[src/tpc_pkg.sv]
package tpc_pkg;

	// fixed field and register widths
	localparam int PIX_W = 8;
	localparam int THR_W = 8;
	localparam int FW_W = 11;
	localparam int CTR_OUT_W = 10;

	// register file
	localparam int ADDR_W = 3;
	localparam int DATA_W = 32;
	localparam logic REG_THRESHOLD = 1'b0;
	localparam logic REG_FRAME_WIDTH = 1'b1;
	localparam logic [THR_W-1:0] THRESHOLD_RESET = 8'd254;
	localparam logic [FW_W-1:0] WIDTH_RESET = 11'd640;

	// queue between front and back
	localparam int QDEPTH = 4;
	localparam int QPTR_W = 2;
	localparam int QCNT_W = 3;

	typedef struct packed {
		logic [THR_W-1:0] threshold;
		logic [FW_W-1:0] frame_width;
	} cfg_t;

	typedef struct packed {
		logic hit;
		logic last;
	} pix_flags_t;

endpackage

[src/threshold_pixel_centroid_top.sv]
// Channel   Handshake                    Payload
// in        in_valid / in_ready          pixel_value, last_in_frame
// out       out_valid / out_ready        above_threshold, frame_done, found,
//                                        center_x, center_y
// cfg       psel, penable, pwrite        paddr, pwdata -> prdata, pready
//
// A pixel word is accepted whenever the queue is not full; words that end no frame leave
// at one per cycle while the back is idle and out_ready is high. An end-of-frame word
// with hits holds the back during its divide; a full four-word queue stalls the input.
// Results leave in order through a registered output; out_ready low holds it and backs up
// the queue. Reset clears position, accumulators, queue and output valid; registers
// return to threshold 254 and width 640.
module threshold_pixel_centroid_top import tpc_pkg::*; #(
	parameter int MAX_WIDTH = 1024,
	parameter int MAX_HEIGHT = 1024
) (
	input  logic                 clk,
	input  logic                 arst_n,
	input  logic                 in_valid,
	output logic                 in_ready,
	input  logic [PIX_W-1:0]     pixel_value,
	input  logic                 last_in_frame,
	output logic                 out_valid,
	input  logic                 out_ready,
	output logic                 above_threshold,
	output logic                 frame_done,
	output logic                 found,
	output logic [CTR_OUT_W-1:0] center_x,
	output logic [CTR_OUT_W-1:0] center_y,
	input  logic                 psel,
	input  logic                 penable,
	input  logic                 pwrite,
	input  logic [ADDR_W-1:0]    paddr,
	input  logic [DATA_W-1:0]    pwdata,
	output logic [DATA_W-1:0]    prdata,
	output logic                 pready
);

	localparam int CW = $clog2(MAX_WIDTH);
	localparam int RW = $clog2(MAX_HEIGHT);
	localparam int QW = (CW > RW) ? CW : RW;
	localparam int HW = $clog2(MAX_WIDTH * MAX_HEIGHT + 1);
	localparam int SW = QW + HW;
	localparam int DW = $bits(pix_flags_t) + 2 * SW + HW;

	cfg_t cfg_q;

	logic          push;
	pix_flags_t    push_flags;
	logic [SW-1:0] push_col_sum;
	logic [SW-1:0] push_row_sum;
	logic [HW-1:0] push_count;
	logic          q_full;
	logic          q_valid;
	logic          q_pop;
	logic [DW-1:0] q_data;
	pix_flags_t    q_flags;
	logic [SW-1:0] q_col_sum;
	logic [SW-1:0] q_row_sum;
	logic [HW-1:0] q_count;
	logic          wr_en;

	// register file
	assign pready = 1'b1;
	assign wr_en = psel && penable && pwrite && pready;

	always_ff @(posedge clk or negedge arst_n) begin
		if (!arst_n) begin
			cfg_q.threshold <= THRESHOLD_RESET;
			cfg_q.frame_width <= WIDTH_RESET;
		end else if (wr_en) begin
			if (paddr[2] == REG_THRESHOLD) begin
				cfg_q.threshold <= pwdata[THR_W-1:0];
			end else begin
				cfg_q.frame_width <= pwdata[FW_W-1:0];
			end
		end
	end

	always_comb begin
		if (paddr[2] == REG_FRAME_WIDTH) begin
			prdata = DATA_W'(cfg_q.frame_width);
		end else begin
			prdata = DATA_W'(cfg_q.threshold);
		end
	end

	tpc_front #(
		.MAX_WIDTH (MAX_WIDTH),
		.MAX_HEIGHT(MAX_HEIGHT),
		.CW        (CW),
		.RW        (RW),
		.HW        (HW),
		.SW        (SW)
	) u_front (
		.clk          (clk),
		.arst_n       (arst_n),
		.cfg          (cfg_q),
		.in_valid     (in_valid),
		.in_ready     (in_ready),
		.pixel_value  (pixel_value),
		.last_in_frame(last_in_frame),
		.q_full       (q_full),
		.push         (push),
		.push_flags   (push_flags),
		.push_col_sum (push_col_sum),
		.push_row_sum (push_row_sum),
		.push_count   (push_count)
	);

	tpc_queue #(
		.DW(DW)
	) u_queue (
		.clk      (clk),
		.arst_n   (arst_n),
		.push     (push),
		.push_data({push_flags, push_col_sum, push_row_sum, push_count}),
		.full     (q_full),
		.pop      (q_pop),
		.valid    (q_valid),
		.data     (q_data)
	);

	assign {q_flags, q_col_sum, q_row_sum, q_count} = q_data;

	tpc_back #(
		.QW(QW),
		.HW(HW),
		.SW(SW)
	) u_back (
		.clk            (clk),
		.arst_n         (arst_n),
		.q_valid        (q_valid),
		.q_flags        (q_flags),
		.q_col_sum      (q_col_sum),
		.q_row_sum      (q_row_sum),
		.q_count        (q_count),
		.q_pop          (q_pop),
		.out_valid      (out_valid),
		.out_ready      (out_ready),
		.above_threshold(above_threshold),
		.frame_done     (frame_done),
		.found          (found),
		.center_x       (center_x),
		.center_y       (center_y)
	);

endmodule

[src/tpc_front.sv]
module tpc_front import tpc_pkg::*; #(
	parameter int MAX_WIDTH = 1024,
	parameter int MAX_HEIGHT = 1024,
	parameter int CW = 10,
	parameter int RW = 10,
	parameter int HW = 21,
	parameter int SW = 31
) (
	input  logic             clk,
	input  logic             arst_n,
	input  cfg_t             cfg,
	input  logic             in_valid,
	output logic             in_ready,
	input  logic [PIX_W-1:0] pixel_value,
	input  logic             last_in_frame,
	input  logic             q_full,
	output logic             push,
	output pix_flags_t       push_flags,
	output logic [SW-1:0]    push_col_sum,
	output logic [SW-1:0]    push_row_sum,
	output logic [HW-1:0]    push_count
);

	localparam int EW = (CW + 1 > FW_W) ? CW + 1 : FW_W;
	localparam int CAP = MAX_WIDTH * MAX_HEIGHT;

	logic [CW-1:0] col_q;
	logic [RW-1:0] row_q;
	logic [SW-1:0] col_sum_q;
	logic [SW-1:0] row_sum_q;
	logic [HW-1:0] cnt_q;

	logic          hit;
	logic          take;
	logic [EW-1:0] fw_ext;
	logic [EW-1:0] eff_w;
	logic [EW-1:0] col_inc;
	logic          col_wrap;
	logic          row_wrap;

	assign in_ready = !q_full;
	assign push = in_valid && in_ready;

	// classify the pixel and decide whether it is accumulated
	always_comb begin
		hit = pixel_value > cfg.threshold;
		take = hit && (cnt_q < HW'(CAP));
		push_flags.hit = hit;
		push_flags.last = last_in_frame;
		push_col_sum = take ? col_sum_q + SW'(col_q) : col_sum_q;
		push_row_sum = take ? row_sum_q + SW'(row_q) : row_sum_q;
		push_count = take ? cnt_q + HW'(1) : cnt_q;
	end

	// clamp the width and find the wrap points
	always_comb begin
		fw_ext = EW'(cfg.frame_width);
		if (fw_ext == '0) begin
			eff_w = EW'(1);
		end else if (fw_ext > EW'(MAX_WIDTH)) begin
			eff_w = EW'(MAX_WIDTH);
		end else begin
			eff_w = fw_ext;
		end
		col_inc = EW'(col_q) + EW'(1);
		col_wrap = col_inc >= eff_w;
		row_wrap = row_q == RW'(MAX_HEIGHT - 1);
	end

	// advance position and accumulators, clear at end of frame
	always_ff @(posedge clk or negedge arst_n) begin
		if (!arst_n) begin
			col_q <= '0;
			row_q <= '0;
			col_sum_q <= '0;
			row_sum_q <= '0;
			cnt_q <= '0;
		end else if (push) begin
			if (last_in_frame) begin
				col_q <= '0;
				row_q <= '0;
				col_sum_q <= '0;
				row_sum_q <= '0;
				cnt_q <= '0;
			end else begin
				col_sum_q <= push_col_sum;
				row_sum_q <= push_row_sum;
				cnt_q <= push_count;
				if (col_wrap) begin
					col_q <= '0;
					row_q <= row_wrap ? '0 : row_q + RW'(1);
				end else begin
					col_q <= col_inc[CW-1:0];
				end
			end
		end
	end

	a_cnt_cap: assert property (@(posedge clk) disable iff (!arst_n)
		cnt_q <= HW'(CAP))
		else $error("hit count above capacity");

endmodule

[src/tpc_queue.sv]
module tpc_queue import tpc_pkg::*; #(
	parameter int DW = 64
) (
	input  logic          clk,
	input  logic          arst_n,
	input  logic          push,
	input  logic [DW-1:0] push_data,
	output logic          full,
	input  logic          pop,
	output logic          valid,
	output logic [DW-1:0] data
);

	logic [DW-1:0]     mem_q [QDEPTH];
	logic [QPTR_W-1:0] wr_ptr_q;
	logic [QPTR_W-1:0] rd_ptr_q;
	logic [QCNT_W-1:0] cnt_q;

	assign full = cnt_q == QCNT_W'(QDEPTH);
	assign valid = cnt_q != '0;
	assign data = mem_q[rd_ptr_q];

	// store words
	always_ff @(posedge clk) begin
		if (push) begin
			mem_q[wr_ptr_q] <= push_data;
		end
	end

	// advance pointers and fill count
	always_ff @(posedge clk or negedge arst_n) begin
		if (!arst_n) begin
			wr_ptr_q <= '0;
			rd_ptr_q <= '0;
			cnt_q <= '0;
		end else begin
			if (push) begin
				wr_ptr_q <= wr_ptr_q + QPTR_W'(1);
			end
			if (pop) begin
				rd_ptr_q <= rd_ptr_q + QPTR_W'(1);
			end
			if (push && !pop) begin
				cnt_q <= cnt_q + QCNT_W'(1);
			end else if (pop && !push) begin
				cnt_q <= cnt_q - QCNT_W'(1);
			end
		end
	end

	a_no_overflow: assert property (@(posedge clk) disable iff (!arst_n)
		push |-> (!full || pop))
		else $error("queue overflow");

	a_no_underflow: assert property (@(posedge clk) disable iff (!arst_n)
		pop |-> valid)
		else $error("queue underflow");

endmodule

[src/tpc_back.sv]
module tpc_back import tpc_pkg::*; #(
	parameter int QW = 10,
	parameter int HW = 21,
	parameter int SW = 31
) (
	input  logic                 clk,
	input  logic                 arst_n,
	input  logic                 q_valid,
	input  pix_flags_t           q_flags,
	input  logic [SW-1:0]        q_col_sum,
	input  logic [SW-1:0]        q_row_sum,
	input  logic [HW-1:0]        q_count,
	output logic                 q_pop,
	output logic                 out_valid,
	input  logic                 out_ready,
	output logic                 above_threshold,
	output logic                 frame_done,
	output logic                 found,
	output logic [CTR_OUT_W-1:0] center_x,
	output logic [CTR_OUT_W-1:0] center_y
);

	localparam int IW = $clog2(QW + 1);
	localparam logic [1:0] ST_IDLE = 2'd0;
	localparam logic [1:0] ST_DIV = 2'd1;
	localparam logic [1:0] ST_OUT = 2'd2;

	logic [1:0]    state_q;
	logic [IW-1:0] iter_q;
	logic [SW-1:0] rem_x_q;
	logic [SW-1:0] rem_y_q;
	logic [SW-1:0] div_q;
	logic [QW-1:0] quo_x_q;
	logic [QW-1:0] quo_y_q;
	logic          hit_q;
	logic          out_valid_q;

	logic                   out_free;
	logic                   start_div;
	logic                   load_direct;
	logic                   load_div;
	logic                   ge_x;
	logic                   ge_y;
	logic [QW+CTR_OUT_W-1:0] ext_x;
	logic [QW+CTR_OUT_W-1:0] ext_y;

	assign out_valid = out_valid_q;

	// pop a word when idle and the output slot frees up
	always_comb begin
		out_free = !out_valid_q || out_ready;
		q_pop = (state_q == ST_IDLE) && q_valid && out_free;
		start_div = q_pop && q_flags.last && (q_count != '0);
		load_direct = q_pop && !start_div;
		load_div = (state_q == ST_OUT) && out_free;
		ge_x = rem_x_q >= div_q;
		ge_y = rem_y_q >= div_q;
		ext_x = {{CTR_OUT_W{1'b0}}, quo_x_q};
		ext_y = {{CTR_OUT_W{1'b0}}, quo_y_q};
	end

	// sequence the restoring divide, one quotient bit per cycle
	always_ff @(posedge clk or negedge arst_n) begin
		if (!arst_n) begin
			state_q <= ST_IDLE;
			iter_q <= '0;
		end else begin
			case (state_q)
				ST_IDLE: begin
					if (start_div) begin
						state_q <= ST_DIV;
						iter_q <= IW'(QW - 1);
					end
				end
				ST_DIV: begin
					if (iter_q == '0) begin
						state_q <= ST_OUT;
					end else begin
						iter_q <= iter_q - IW'(1);
					end
				end
				ST_OUT: begin
					if (out_free) begin
						state_q <= ST_IDLE;
					end
				end
				default: begin
					state_q <= ST_IDLE;
				end
			endcase
		end
	end

	// divider datapath
	always_ff @(posedge clk) begin
		if (start_div) begin
			rem_x_q <= q_col_sum;
			rem_y_q <= q_row_sum;
			div_q <= SW'(q_count) << (QW - 1);
			quo_x_q <= '0;
			quo_y_q <= '0;
			hit_q <= q_flags.hit;
		end else if (state_q == ST_DIV) begin
			if (ge_x) begin
				rem_x_q <= rem_x_q - div_q;
			end
			if (ge_y) begin
				rem_y_q <= rem_y_q - div_q;
			end
			quo_x_q <= QW'({quo_x_q, ge_x});
			quo_y_q <= QW'({quo_y_q, ge_y});
			div_q <= div_q >> 1;
		end
	end

	// output register
	always_ff @(posedge clk or negedge arst_n) begin
		if (!arst_n) begin
			out_valid_q <= 1'b0;
		end else if (load_direct || load_div) begin
			out_valid_q <= 1'b1;
		end else if (out_ready) begin
			out_valid_q <= 1'b0;
		end
	end

	always_ff @(posedge clk) begin
		if (load_direct) begin
			above_threshold <= q_flags.hit;
			frame_done <= q_flags.last;
			found <= 1'b0;
			center_x <= '0;
			center_y <= '0;
		end else if (load_div) begin
			above_threshold <= hit_q;
			frame_done <= 1'b1;
			found <= 1'b1;
			center_x <= ext_x[CTR_OUT_W-1:0];
			center_y <= ext_y[CTR_OUT_W-1:0];
		end
	end

	a_div_nonzero: assert property (@(posedge clk) disable iff (!arst_n)
		(state_q == ST_DIV) |-> (div_q != '0 || iter_q == '0 || QW == 1))
		else $error("divisor shifted out early");

	a_found_at_end: assert property (@(posedge clk) disable iff (!arst_n)
		(out_valid_q && found) |-> frame_done)
		else $error("found outside end of frame");

endmodule
[config.mk]
export PLATFORM = sky130hd
export DESIGN_NAME = threshold_pixel_centroid_top
export DESIGN_NICKNAME = d
export VERILOG_FILES = /design/src/tpc_pkg.sv /design/src/threshold_pixel_centroid_top.sv /design/src/tpc_front.sv /design/src/tpc_queue.sv /design/src/tpc_back.sv
export SDC_FILE = /design/constraint.sdc
export NUM_CORES = 1
export LEC_CHECK = 0
export BUFFER_PORTS_ARGS = -buffer_cell sky130_fd_sc_hd__clkbuf_2
export CAP_MARGIN = 20
export CORE_ASPECT_RATIO = 0.5
export CORE_MARGIN = 4
export CORE_UTILIZATION = 37
export DETAILED_ROUTE_END_ITERATION = 16
export GPL_ROUTABILITY_DRIVEN = 0
export PLACE_DENSITY = 0.52
export SETUP_SLACK_MARGIN = 0.15
export SYNTH_ARGS = -nofsm -noshare
export SYNTH_HDL_FRONTEND = slang
export SYNTH_SLANG_ARGS = --single-unit
[constraint.sdc]
create_clock -name clk -period 7.2 [get_ports clk]
set_input_delay 1.44 -clock clk [delete_from_list [all_inputs] [get_ports clk]]
set_output_delay 1.44 -clock clk [all_outputs]
set_load 0.01 [all_outputs]
==> summary.md <==
| Metric | Value |
|---|---|
| Status | `finished clean` |
| Via/cell ratio | `5.32` |
| Max Clk Rate | `0.223 GHz` |
| Post-synth ARST share | `22.2%` |
| Fin. max-slew vios | `0` |
| Top cells by area in the synthesized netlist | `edfxtp_1, dfrtp_1, mux4_2` |
| Leading area contributor after synthesis | `edfxtp_1` |
| Clock Sinks | `612` |
| Ratio of cells with drive above 1 in the final layout | `13.7%` |
| Port Buffers | `63` |
| Root Driver | `clkbuf_16` |
| Pin count of the biggest net entering global routing | `131` |
| Via Count | `18882` |
| Worst setup path class | `flop to flop` |
| Number of fill cells | `7429` |
| # H-tree levels | `2` |
| Clock buffer count from CTS | `58` |
| Area of the mapped netlist | `29600 um^2` |
| Sequential Area | `17200 um^2` |
| Met2 Track Usage GR | `25.5%` |
| Clk_skew | `0.0255 ns` |
| CP endpoint | `u_back.above_threshold$_DFFE_PP_` |
| N_diodes | `0` |
| Period utilization | `62.4%` |
| Drc violations | `0` |
| Hold Buf Count CTS | `0` |
| GR Layer Usage met1 | `23.9%` |
| Lkg Pwr | `0.0126 uW` |
| Critical Path Start | `u_queue.rd_ptr_q[0]$_DFFE_PN0P_` |
| Data arrival, critical path | `4.85 ns` |
| Worst IR Drop VDD | `261 uV` |
| Initial core utilization | `37.3%` |
| Post-synthesis cell count | `2415` |
| Pwr Total | `14800 uW` |
| Final nets | `2617` |
| Routed Wire Length | `69800 um` |
| Horiz. Die Dim | `408 um` |
| Area delta synth->final | `11.4%` |
| Setup tns final | `0 ns` |
| PD cells | `449 nW/um^2` |
| Worst R2R End | `u_back.above_threshold$_DFFE_PP_` |
| Final ANT Viol Nets | `0` |
| DPL Wire Length | `45500 um` |
| Iteration-0 DRC Markers | `1608` |
| Grt met3 use | `2.85%` |
| Max Cap Violations | `0` |
| Share of the synthesized area in the top cell type | `43.2%` |
| Tmin final | `4.49 ns` |
| Worst min-delay path class | `flop to flop` |
| Overall routing resource usage | `16.3%` |
| Rows | `73` |
| Required time worst endpoint | `7.56 ns` |
| Worst reg-to-reg path cell count | `7` |
| FF+latch count, synth | `612` |
| Total grt overflow | `0` |
| Setup-violating endpoint count in the final report | `0` |
| Worst-path fanout max | `47` |
| R2R Setup Slk | `2.71 ns` |
| Slew headroom | `34.2%` |
| CP Launch Type | `flop` |
| Post-CTS Setup Inserts | `0` |
| Seq/Total Area, Yosys | `58.1%` |
| Cell variety after synth | `74` |
| Synth Area per Inst | `12.3 um^2` |
| Initial antenna violation count | `4` |
| Endpoint type of the worst setup path | `flop` |
| Area after DPL | `31000 um^2` |
| Top Ports | `109` |
| Synthesis Warnings | `0` |
| DRT Pass-1 Iters | `5` |
| CTS tree | `yes` |
| Vias in the first global route | `18716` |
| DIE AREA | `85000 um^2` |
| First-pass GRT wire length | `110000 um` |
| Multi-input gate area | `11600 um^2` |
| Routed len/inst | `19.7 um` |
| Clock Latency Late Sink | `0.63 ns` |
| Die span in y | `208 um` |
| RR Startpoint | `u_queue.rd_ptr_q[0]$_DFFE_PN0P_` |
| Top Usage Layer GRT | `met2` |
| Number of synthesized flops with an enable pin | `426` |
| Post-CTS Resized | `0` |
| Fin. Hold Viols | `0` |
| Longest Clk Path Bufs | `3` |
| Core Region | `79400 um^2` |
| RSZ-0062 raised after global routing | `false` |
| Final Cell Area | `33000 um^2` |
| Worst-path clk slew | `0.06 ns` |
| Top_reg_cell synth | `edfxtp_1` |
| Least-Margin Pin Slew | `0.977 ns` |
## cell usage in the layout (no fill, tap or decap), types with 17 or more instances in the layout
master,n
buf_4,23
dfrtp_1,125
clkbuf_2,64
o21a_1,17
mux2_2,39
nor2b_1,20
o21ai_0,206
and3_1,39
a21oi_1,145
o31ai_1,46
dfxtp_1,50
conb_1,22
nand3_1,54
xor2_1,59
nor3_1,24
nor2_1,77
a21o_1,41
a22o_1,25
edfxtp_1,426
xnor2_1,82
ha_1,109
mux4_2,85
clkbuf_16,60
nand2_1,329
inv_1,72
a31oi_1,30
## cells in the mapped netlist, drive strengths merged (8+ instances only)
cell	count
o21a	17
and2	16
edfxtp	426
a31oi	30
a22o	25
nor2b	21
nor2	79
o211ai	8
o21ai	211
dfrtp	127
nor4	12
nand4	10
nand3	54
buf	56
and3	43
mux4	85
ha	109
nor3	25
a21oi	145
dfstp	9
a21o	41
dfxtp	50
xor2	59
nand2b	15
o21bai	11
nand2	330
clkbuf	75
xnor2	82
mux2	44
o31ai	47
inv	73
## sequential cells by signal, summed over array words and instances (netlist names), 3 cells and up
register / cells
u_queue.cnt_q: 3
u_back.rem_y_q: 31
u_back.center_x: 10
u_front.cnt_q: 21
u_back.center_y: 10
u_queue.mem_q: 340
cfg_q: 19
u_back.quo_x_q: 10
u_front.row_sum_q: 31
u_back.rem_x_q: 31
u_front.row_q: 10
u_front.col_sum_q: 31
u_back.quo_y_q: 10
u_back.div_q: 30
u_back.iter_q: 4
u_front.col_q: 10
## area by class of cell
type                    instances  area share [%]
clock buffers                  73            4.77
well taps                    1050            3.98
inverters                      74           0.841
multi-input cells            1618            35.3
flip-flops and latches        612            52.1
repair buffers                 88            1.57
clock inverters                36            1.41
## critical path, stage by stage (launching register included)
cell and delay, ns:
dfrtp_4 0.82, buf_4 0.52, mux4_2 0.64, nor4_1 0.30, nand4_1 0.25, o211a_4 0.52, nor2_2 0.76, mux2_2 0.41
## metal layers
| metal | share of wire (%) | wire length (um) |
|---|---|---|
| met5 | 0 | 0 |
| met4 | 1.6 | 1110 |
| met3 | 5.2 | 3660 |
| met2 | 45 | 31400 |
| met1 | 48 | 33700 |
## kinds of logic (layout without fill, tap and decap cells)
family                   Yosys count  count (layout)  share of synthesized area [%]
flip-flops                       612             612                           58.1
XOR/XNOR                         141             141                           4.17
buffers and inverters            205             271                           3.04
adder cells (fa/ha/maj)          114             114                           4.94
other                              2              22                         0.0253
AND/OR/NAND/NOR                  636             636                           9.81
multiplexers                     132             132                           8.23
AO/OA/AOI/OAI                    573             573                           11.7
## worst min-delay path by stage
stage                                               start                               to  slack (ns)  cells past startpoint
after floorplan            u_back.quo_x_q[9]$_SDFFE_PP0P_  u_back.center_x[9]$_SDFFE_PP0P_        0.43                      2
after global placement     u_back.quo_x_q[9]$_SDFFE_PP0P_  u_back.center_x[9]$_SDFFE_PP0P_        0.44                      2
after detailed placement  u_back.center_x[7]$_SDFFE_PP0P_  u_back.center_x[7]$_SDFFE_PP0P_        0.45                      2
after CTS                  u_back.quo_x_q[9]$_SDFFE_PP0P_  u_back.center_x[9]$_SDFFE_PP0P_        0.46                      2
after global routing      u_back.center_y[5]$_SDFFE_PP0P_  u_back.center_y[5]$_SDFFE_PP0P_        0.47                      2
final                      u_back.quo_x_q[9]$_SDFFE_PP0P_  u_back.center_x[9]$_SDFFE_PP0P_        0.45                      2
## stage by stage
step	std cells	hold slack (ns)	util, %	worst slack, ns
6_report	3551	0.453	41.6	2.71
5_1_grt	3551	0.471	41.6	2.30
3_5_place_dp	3441	0.447	39.0	2.37
3_3_place_gp	3441	0.443	39.0	2.47
4_1_cts	3550	0.456	41.6	2.55
2_1_floorplan	2435	0.432	-	3.28
## where the power goes
group / leakage [uW] / internal (uW) / switching (uW)
combinational: 0.00518 / 2360 / 3710
clock: 0.000982 / 1920 / 1410
sequential: 0.00641 / 5030 / 409
total: 0.0126 / 9310 / 5530
Power figures use the tool's default switching activity.
